===== config.mk =====
export PLATFORM = sky130hd
export DESIGN_NAME = lane_border_center_scan
export DESIGN_NICKNAME = d
export VERILOG_FILES = /design/src/rtl/lbcs_pkg.sv /design/src/rtl/lane_border_center_scan.sv /design/src/rtl/lbcs_regs.sv /design/src/rtl/lbcs_core.sv
export SDC_FILE = /design/constraint.sdc
export NUM_CORES = 1
export LEC_CHECK = 0
export BUFFER_PORTS_ARGS = -buffer_cell sky130_fd_sc_hd__buf_2
export CAP_MARGIN = 40
export CORE_AREA = 2 2 110 112
export DETAILED_ROUTE_END_ITERATION = 12
export DIE_AREA = 0 0 112 114
export PLACE_DENSITY = 0.9
export SETUP_SLACK_MARGIN = 0.5
export SLEW_MARGIN = 20
export SYNTH_ARGS = -nofsm -noshare
export SYNTH_HDL_FRONTEND = slang
export SYNTH_HIERARCHICAL = 1
export SYNTH_SLANG_ARGS = --single-unit

===== constraint.sdc =====
create_clock -name clk_i -period 6.7 [get_ports clk_i]
set_input_delay 1.34 -clock clk_i [delete_from_list [all_inputs] [get_ports clk_i]]
set_output_delay 1.34 -clock clk_i [all_outputs]
set_load 0.02 [all_outputs]

===== src/rtl/lbcs_pkg.sv =====
// Shared types and constants for the lane border center scan block.
`default_nettype none
package lbcs_pkg;

  localparam int unsigned PosW            = 12;
  localparam int unsigned RunW            = 4;
  localparam int unsigned WidthW          = 13;
  localparam int unsigned MaxWidthDefault = 4096;

  localparam logic [RunW-1:0]   RunMax        = 4'd15;
  localparam logic [WidthW-1:0] WidthReset    = 13'd640;
  localparam logic [RunW-1:0]   MinRunReset   = 4'd4;

  // register index, taken from paddr[2]
  localparam logic RegImageWidth = 1'b0;
  localparam logic RegMinRun     = 1'b1;

  typedef struct packed {
    logic [WidthW-1:0] image_width;
    logic [RunW-1:0]   min_run;
  } cfg_t;

  typedef struct packed {
    logic [PosW-1:0] row_out;
    logic            found;
    logic [PosW-1:0] center_pos;
    logic [PosW-1:0] right_pos;
    logic [PosW-1:0] left_pos;
  } result_t;

endpackage
`default_nettype wire


===== src/rtl/lane_border_center_scan.sv =====
// Top level of the lane border center scan block.
//
// Takes one thresholded pixel per transaction in raster order and reports,
// on the last pixel of every row, the left border, the last right border,
// their floored midpoint, a found flag and the row tag. A pixel is accepted
// every clock cycle; the only limit is the single result register, which
// holds a row result until the master side takes it, and pixels keep flowing
// as long as it is empty or drained in the same cycle. A row result appears
// on the master side in the cycle after its last pixel is accepted. Row length
// and minimum run are set over APB (image_width at 0x0, min_run at 0x4) and
// should only change while the block is idle.
`default_nettype none
module lane_border_center_scan #(
  parameter int unsigned MAX_WIDTH = lbcs_pkg::MaxWidthDefault
) (
  input  wire logic        clk_i,
  input  wire logic        rst_ni,
  input  wire logic        psel,
  input  wire logic        penable,
  input  wire logic        pwrite,
  input  wire logic [2:0]  paddr,
  input  wire logic [31:0] pwdata,
  output logic      [31:0] prdata,
  output logic             pready,
  input  wire logic        s_axis_tvalid,
  output logic             s_axis_tready,
  // [0] pixel_on, [12:1] row_tag, [15:13] zero
  input  wire logic [15:0] s_axis_tdata,
  output logic             m_axis_tvalid,
  input  wire logic        m_axis_tready,
  // [11:0] left_pos, [23:12] right_pos, [35:24] center_pos, [36] found,
  // [48:37] row_out, [55:49] zero
  output logic      [55:0] m_axis_tdata
);

  lbcs_pkg::cfg_t    cfg;
  lbcs_pkg::result_t res;

  lbcs_regs u_regs (
    .clk_i   (clk_i),
    .rst_ni  (rst_ni),
    .psel    (psel),
    .penable (penable),
    .pwrite  (pwrite),
    .paddr   (paddr),
    .pwdata  (pwdata),
    .prdata  (prdata),
    .pready  (pready),
    .cfg_o   (cfg)
  );

  lbcs_core #(
    .MAX_WIDTH (MAX_WIDTH)
  ) u_core (
    .clk_i       (clk_i),
    .rst_ni      (rst_ni),
    .cfg_i       (cfg),
    .in_valid_i  (s_axis_tvalid),
    .in_ready_o  (s_axis_tready),
    .pixel_on_i  (s_axis_tdata[0]),
    .row_tag_i   (s_axis_tdata[12:1]),
    .out_valid_o (m_axis_tvalid),
    .out_ready_i (m_axis_tready),
    .result_o    (res)
  );

  assign m_axis_tdata = {7'd0, res.row_out, res.found, res.center_pos,
                         res.right_pos, res.left_pos};

endmodule
`default_nettype wire


===== src/rtl/lbcs_regs.sv =====
// APB configuration registers for the lane border center scan block.
`default_nettype none
module lbcs_regs (
  input  wire logic          clk_i,
  input  wire logic          rst_ni,
  input  wire logic          psel,
  input  wire logic          penable,
  input  wire logic          pwrite,
  input  wire logic [2:0]    paddr,
  input  wire logic [31:0]   pwdata,
  output logic      [31:0]   prdata,
  output logic               pready,
  output lbcs_pkg::cfg_t     cfg_o
);

  logic [lbcs_pkg::WidthW-1:0] width_q, width_d;
  logic [lbcs_pkg::RunW-1:0]   min_run_q, min_run_d;
  logic                        wr_en;

  assign pready = 1'b1;
  assign wr_en  = psel & penable & pwrite;

  always_comb begin
    width_d   = width_q;
    min_run_d = min_run_q;
    if (wr_en) begin
      case (paddr[2])
        lbcs_pkg::RegImageWidth: width_d   = pwdata[lbcs_pkg::WidthW-1:0];
        lbcs_pkg::RegMinRun:     min_run_d = pwdata[lbcs_pkg::RunW-1:0];
        default: ;
      endcase
    end
  end

  always_ff @(posedge clk_i or negedge rst_ni) begin
    if (!rst_ni) begin
      width_q   <= lbcs_pkg::WidthReset;
      min_run_q <= lbcs_pkg::MinRunReset;
    end else begin
      width_q   <= width_d;
      min_run_q <= min_run_d;
    end
  end

  always_comb begin
    case (paddr[2])
      lbcs_pkg::RegImageWidth: prdata = {{(32-lbcs_pkg::WidthW){1'b0}}, width_q};
      lbcs_pkg::RegMinRun:     prdata = {{(32-lbcs_pkg::RunW){1'b0}}, min_run_q};
      default:                 prdata = '0;
    endcase
  end

  assign cfg_o.image_width = width_q;
  assign cfg_o.min_run     = min_run_q;

endmodule
`default_nettype wire


===== src/rtl/lbcs_core.sv =====
// Per-pixel row scan: column and run counters, border latches, result register.
`default_nettype none
module lbcs_core #(
  parameter int unsigned MAX_WIDTH = lbcs_pkg::MaxWidthDefault
) (
  input  wire logic                  clk_i,
  input  wire logic                  rst_ni,
  input  wire lbcs_pkg::cfg_t        cfg_i,
  input  wire logic                  in_valid_i,
  output logic                       in_ready_o,
  input  wire logic                  pixel_on_i,
  input  wire logic [lbcs_pkg::PosW-1:0] row_tag_i,
  output logic                       out_valid_o,
  input  wire logic                  out_ready_i,
  output lbcs_pkg::result_t          result_o
);

  localparam int unsigned CW = $clog2(MAX_WIDTH);
  localparam int unsigned EW = ((CW > lbcs_pkg::WidthW) ? CW : lbcs_pkg::WidthW) + 1;
  localparam logic [EW-1:0] MaxW = EW'(MAX_WIDTH);

  logic [CW-1:0]               col_q, col_d;
  logic [lbcs_pkg::RunW-1:0]   run_q, run_d;
  logic                        lf_q, lf_d;
  logic [lbcs_pkg::PosW-1:0]   left_q, left_d;
  logic [lbcs_pkg::PosW-1:0]   right_q, right_d;
  logic                        ovalid_q, ovalid_d;
  lbcs_pkg::result_t           res_q, res_d;

  logic [EW-1:0]               w_raw, w_eff, half, col_x, col_p1;
  logic [lbcs_pkg::RunW-1:0]   run_inc;
  logic                        accept, over, take_left, take_right, last;
  logic [lbcs_pkg::PosW-1:0]   left_n, right_n;
  logic [lbcs_pkg::PosW:0]     sum;

  assign in_ready_o = ~ovalid_q | out_ready_i;
  assign accept     = in_valid_i & in_ready_o;

  always_comb begin
    w_raw = EW'(cfg_i.image_width);
    if (w_raw > MaxW)       w_eff = MaxW;
    else if (w_raw == '0)   w_eff = EW'(1);
    else                    w_eff = w_raw;
  end

  assign half   = w_eff >> 1;
  assign col_x  = EW'(col_q);
  assign col_p1 = col_x + EW'(1);
  assign last   = col_p1 >= w_eff;

  always_comb begin
    if (!pixel_on_i)                    run_inc = '0;
    else if (run_q == lbcs_pkg::RunMax) run_inc = run_q;
    else                                run_inc = run_q + 1'b1;
  end

  assign over       = run_inc > cfg_i.min_run;
  assign take_left  = over & ~lf_q & (col_x < half);
  assign take_right = over & lf_q & (col_x > half);

  // borders including a hit on the current pixel
  assign left_n  = take_left ? lbcs_pkg::PosW'(col_q) : left_q;
  assign right_n = take_right ? lbcs_pkg::PosW'(col_q) : right_q;
  assign sum     = {1'b0, left_n} + {1'b0, right_n};

  always_comb begin
    col_d    = col_q;
    run_d    = run_q;
    lf_d     = lf_q;
    left_d   = left_q;
    right_d  = right_q;
    ovalid_d = ovalid_q & ~out_ready_i;
    res_d    = res_q;
    if (accept) begin
      if (last) begin
        col_d   = '0;
        run_d   = '0;
        lf_d    = 1'b0;
        left_d  = '0;
        right_d = '0;
        ovalid_d          = 1'b1;
        res_d.left_pos    = left_n;
        res_d.right_pos   = right_n;
        res_d.center_pos  = sum[lbcs_pkg::PosW:1];
        res_d.found       = (left_n != '0) & (right_n != '0);
        res_d.row_out     = row_tag_i;
      end else begin
        col_d = col_p1[CW-1:0];
        run_d = (take_left | take_right) ? '0 : run_inc;
        if (take_left) begin
          lf_d   = 1'b1;
          left_d = lbcs_pkg::PosW'(col_q);
        end
        if (take_right) right_d = lbcs_pkg::PosW'(col_q);
      end
    end
  end

  always_ff @(posedge clk_i or negedge rst_ni) begin
    if (!rst_ni) begin
      col_q    <= '0;
      run_q    <= '0;
      lf_q     <= 1'b0;
      left_q   <= '0;
      right_q  <= '0;
      ovalid_q <= 1'b0;
    end else begin
      col_q    <= col_d;
      run_q    <= run_d;
      lf_q     <= lf_d;
      left_q   <= left_d;
      right_q  <= right_d;
      ovalid_q <= ovalid_d;
    end
  end

  always_ff @(posedge clk_i) begin
    res_q <= res_d;
  end

  assign out_valid_o = ovalid_q;
  assign result_o    = res_q;

endmodule
`default_nettype wire


==> flow_metrics.py <==
metrics = {
    "yosys": {
        "synth_top_area_cell": "edfxtp_1",
        "ys.flop_type": "dfrtp_1",
        "synth-warning-count": 6,
        "yosysUniqueCellTypes": 60,
        "synth_area_sq_um": 6138,
        "async_reset_ff_share_pct": 54.63,
        "synth_edf_count": 49,
        "yosysMostFrequentCell": "nand2_1",
        "syn_avg_cell_area_sq_um": 10.71,
        "synth.area.top_cells": "edfxtp_1 (24%), dfrtp_1 (23%), ha_1 (8.6%), nand2_1 (5.5%), mux2_2 (4.4%)",
        "syn_inst": 573,
        "synthTopCellsByCount": "nand2_1 (90), dfrtp_1 (56), edfxtp_1 (49)",
        "synth_top_area_share_pct": 23.97,
        "ys_ff_latch": 108,
        "ys_seq_area_share_pct": 48.08,
    },
    "power_and_ir_drop": {
        "powerDensity_nw_per_um2": 342.3,
        "leakagePower_uw": 0.003391,
        "peakVddDrop_v": 0.0002691,
        "finalPower_uw": 2393,
    },
    "min_path": {
        "holdCritPathClass": "flop to flop",
        "hp-start": "u_core/left_q[3]",
        "holdPathEnd": "u_core/left_q[3]",
        "whs_path_depth": 2,
    },
    "timing": {
        "setup_viol": 0,
        "slew_viol_final": 0,
        "finClkSkew_ns": 0.01289,
        "finalHoldViolCount": 0,
        "rsz0062_at_grt": "false",
        "final.min_clock_period_ns": 5.439,
        "finalSetupTns_ns": 0,
        "fin_crit_sh_pct": 81.17,
        "tightest_slew_ns": 0.7649,
        "clock.fmax_ghz": 0.1839,
        "maxSlewHeadroom_pct": 48.70,
    },
    "critical_path": {
        "r2r_slack_ns": 1.28,
        "crit_path_end_kind": "flop",
        "critical_path_class": "input port to flop",
        "critical_path.startpoint_type": "input port",
        "rr_endpoint": "u_core/result_o[35]",
        "crit_fanout": 4,
        "crit_arrival_ns": 5.52,
        "ff2ff_path_depth": 19,
        "r2r_start": "u_regs/width_q[12]",
        "worstPathRequired_ns": 6.78,
    },
    "flow_run": {
        "maxCapViolCount": 0,
    },
    "drt": {
        "via_per_inst": 5.608,
        "drc": 0,
        "wl_per_cell_um": 16.10,
        "ant_nets": 0,
        "dr.pass1.iters": 5,
        "vias": 4548,
        "drt_wl_total_um": 13060,
        "drt_iter0_markers": 334,
    },
    "cts": {
        "cts_buffer_depth": 2,
        "cts-buffers-inserted": 9,
        "cts_htree_levels": 3,
        "post_cts_buffers": 0,
        "hold_buffers": 0,
        "cts.sinks": 108,
        "cts_root_buf": "clkbuf_16",
        "cts_tree": "done",
        "ctsResizeCount": 0,
        "cts.clk_slew.worst_paths_ns": 0.07,
        "worstSkewPairLatency_ns": 0.35,
    },
    "final_layout": {
        "area.growth.synth_to_final_pct": 13.92,
        "drive_gt1_share_pct": 25.60,
        "fill_cells": 918,
        "stdcell_area_sq_um": 6993,
        "nNetsFinal": 760,
        "diodes": 0,
    },
    "placed_design": {
        "gp_congestion": 0.9467,
        "io_buffers": 97,
        "placed_cell_area_sq_um": 6660,
        "hpwl_um": 9576,
    },
    "global_route": {
        "grt_pass1_wl_um": 21680,
        "grt_start_max_net_pins": 60,
        "grt_pass1_vias": 4418,
        "grt_overflow": 0,
        "antenna_found_initial": 0,
        "track_usage_pct": 21.07,
    },
    "die": {
        "row_count": 40,
        "die_x_um": 112,
        "die_h_um": 114,
        "initial_core_util_pct": 52.41,
        "fp.coreArea_sq_um": 11710,
        "io_pins": 149,
        "die_area_sq_um": 12770,
    },
    "run_status": {
        "status": "finished clean",
    },
}
worst max path at each step:
stage,start,to,slack (ns),depth (start not counted)
floorplan,s_axis_tdata[0],u_core/result_o[35],1.64,19
global placement,s_axis_tdata[0],u_core/result_o[35],1.21,19
detailed placement,s_axis_tdata[0],u_core/result_o[35],0.93,19
CTS,u_regs/width_q[12],u_core/result_o[35],1.10,18
global route,s_axis_tdata[0],u_core/result_o[33],0.98,19
finish,s_axis_tdata[0],u_core/result_o[35],1.26,19
stage by stage:
stage	utilization [%]	cells	hold slack (ns)	setup slack [ns]
floorplan	-	597	0.4444	1.638
global placement	56.57	792	0.4575	1.212
detailed placement	56.87	794	0.4663	0.9334
CTS	59.62	810	0.4822	1.096
global route	59.71	811	0.5138	0.9826
finish	59.71	811	0.4815	1.261
registers in the layout (all words and copies together) (netlist names):
name	count
u_core/col_q	12
u_core/left_q	12
u_core/lf_q	1
u_core/out_valid_o	1
u_core/result_o	49
u_core/right_q	12
u_core/run_q	4
u_regs/min_run_q	4
u_regs/width_q	13
worst max-delay path: stages:
cell      delay (ns)
buf_2           0.10
inv_1           0.05
a211oi_1        0.32
ha_1            0.34
nand4_1         0.17
nand2_1         0.13
nor4_4          0.30
mux2i_1         0.36
inv_1           0.11
ha_1            0.36
nor2b_1         0.15
o21ai_0         0.27
a21boi_0        0.19
o21ai_0         0.22
nand2b_1        0.13
a21oi_1         0.20
o21ai_0         0.15
a311oi_1        0.48
a21oi_1         0.13
layer usage:
| metal | vias up | wire length, um | GRT usage, % | part of all wire (%) |
|---|---|---|---|---|
| met3 | 30 | 923 | 4.623 | 7.1 |
| li1 | 2151 | - | - | - |
| met2 | 195 | 6150 | 34.55 | 47 |
| met4 | 0 | 307 | 7.073 | 2.4 |
| met5 | - | 0 | 0 | 0 |
| met1 | 2172 | 5675 | 28.12 | 43 |
cells by family (layout without fill, tap and decap cells):
kind of cell,after synthesis,count (layout),share of synthesized area [%]
other,3,27,0.1834
xor gates and xnor gates,19,19,2.711
muxes,45,45,8.642
buffers and inverters,79,146,6.747
AOI/OAI and AO/OA,100,100,10.78
adders and majority gates,43,43,8.887
DFF,108,108,48.08
and+or+nand+nor,176,176,13.96
where the power goes:
part | total, uW | leakage, uW | switching (uW) | internal [uW]
clock network | 574 | 0.000150 | 245 | 329
logic | 866 | 0.00201 | 530 | 337
registers | 954 | 0.00123 | 109 | 845
placed cells by master, fill, tap and decap left out, types with 4 or more instances in the layout:
cell type / n
nand3_1: 16
a21o_1: 14
nor4_1: 8
edfxtp_1: 49
clkbuf_16: 9
nor2_1: 17
mux2i_1: 11
mux2_2: 24
a21oi_1: 14
o31ai_1: 12
buf_2: 97
mux2_4: 10
ha_1: 42
nand2_1: 90
dfrtp_1: 56
xor2_1: 12
o21ai_0: 31
nand4_1: 5
nor2b_1: 11
conb_1: 27
inv_1: 25
xnor2_1: 7
nor3_1: 8
buf_4: 4
area by class of cell:
| cell class | instances | area (sq um) | share of cell area, % |
|---|---|---|---|
| timing repair buffer | 104 | 561.8 | 8.034 |
| sequential | 108 | 2952 | 42.21 |
| inverter | 26 | 97.59 | 1.396 |
| clock buffer | 9 | 225.2 | 3.221 |
| tap | 147 | 183.9 | 2.630 |
| clock inverter | 7 | 96.34 | 1.378 |
| multi-input combinational | 410 | 2877 | 41.13 |
Power figures use the tool's default switching activity.
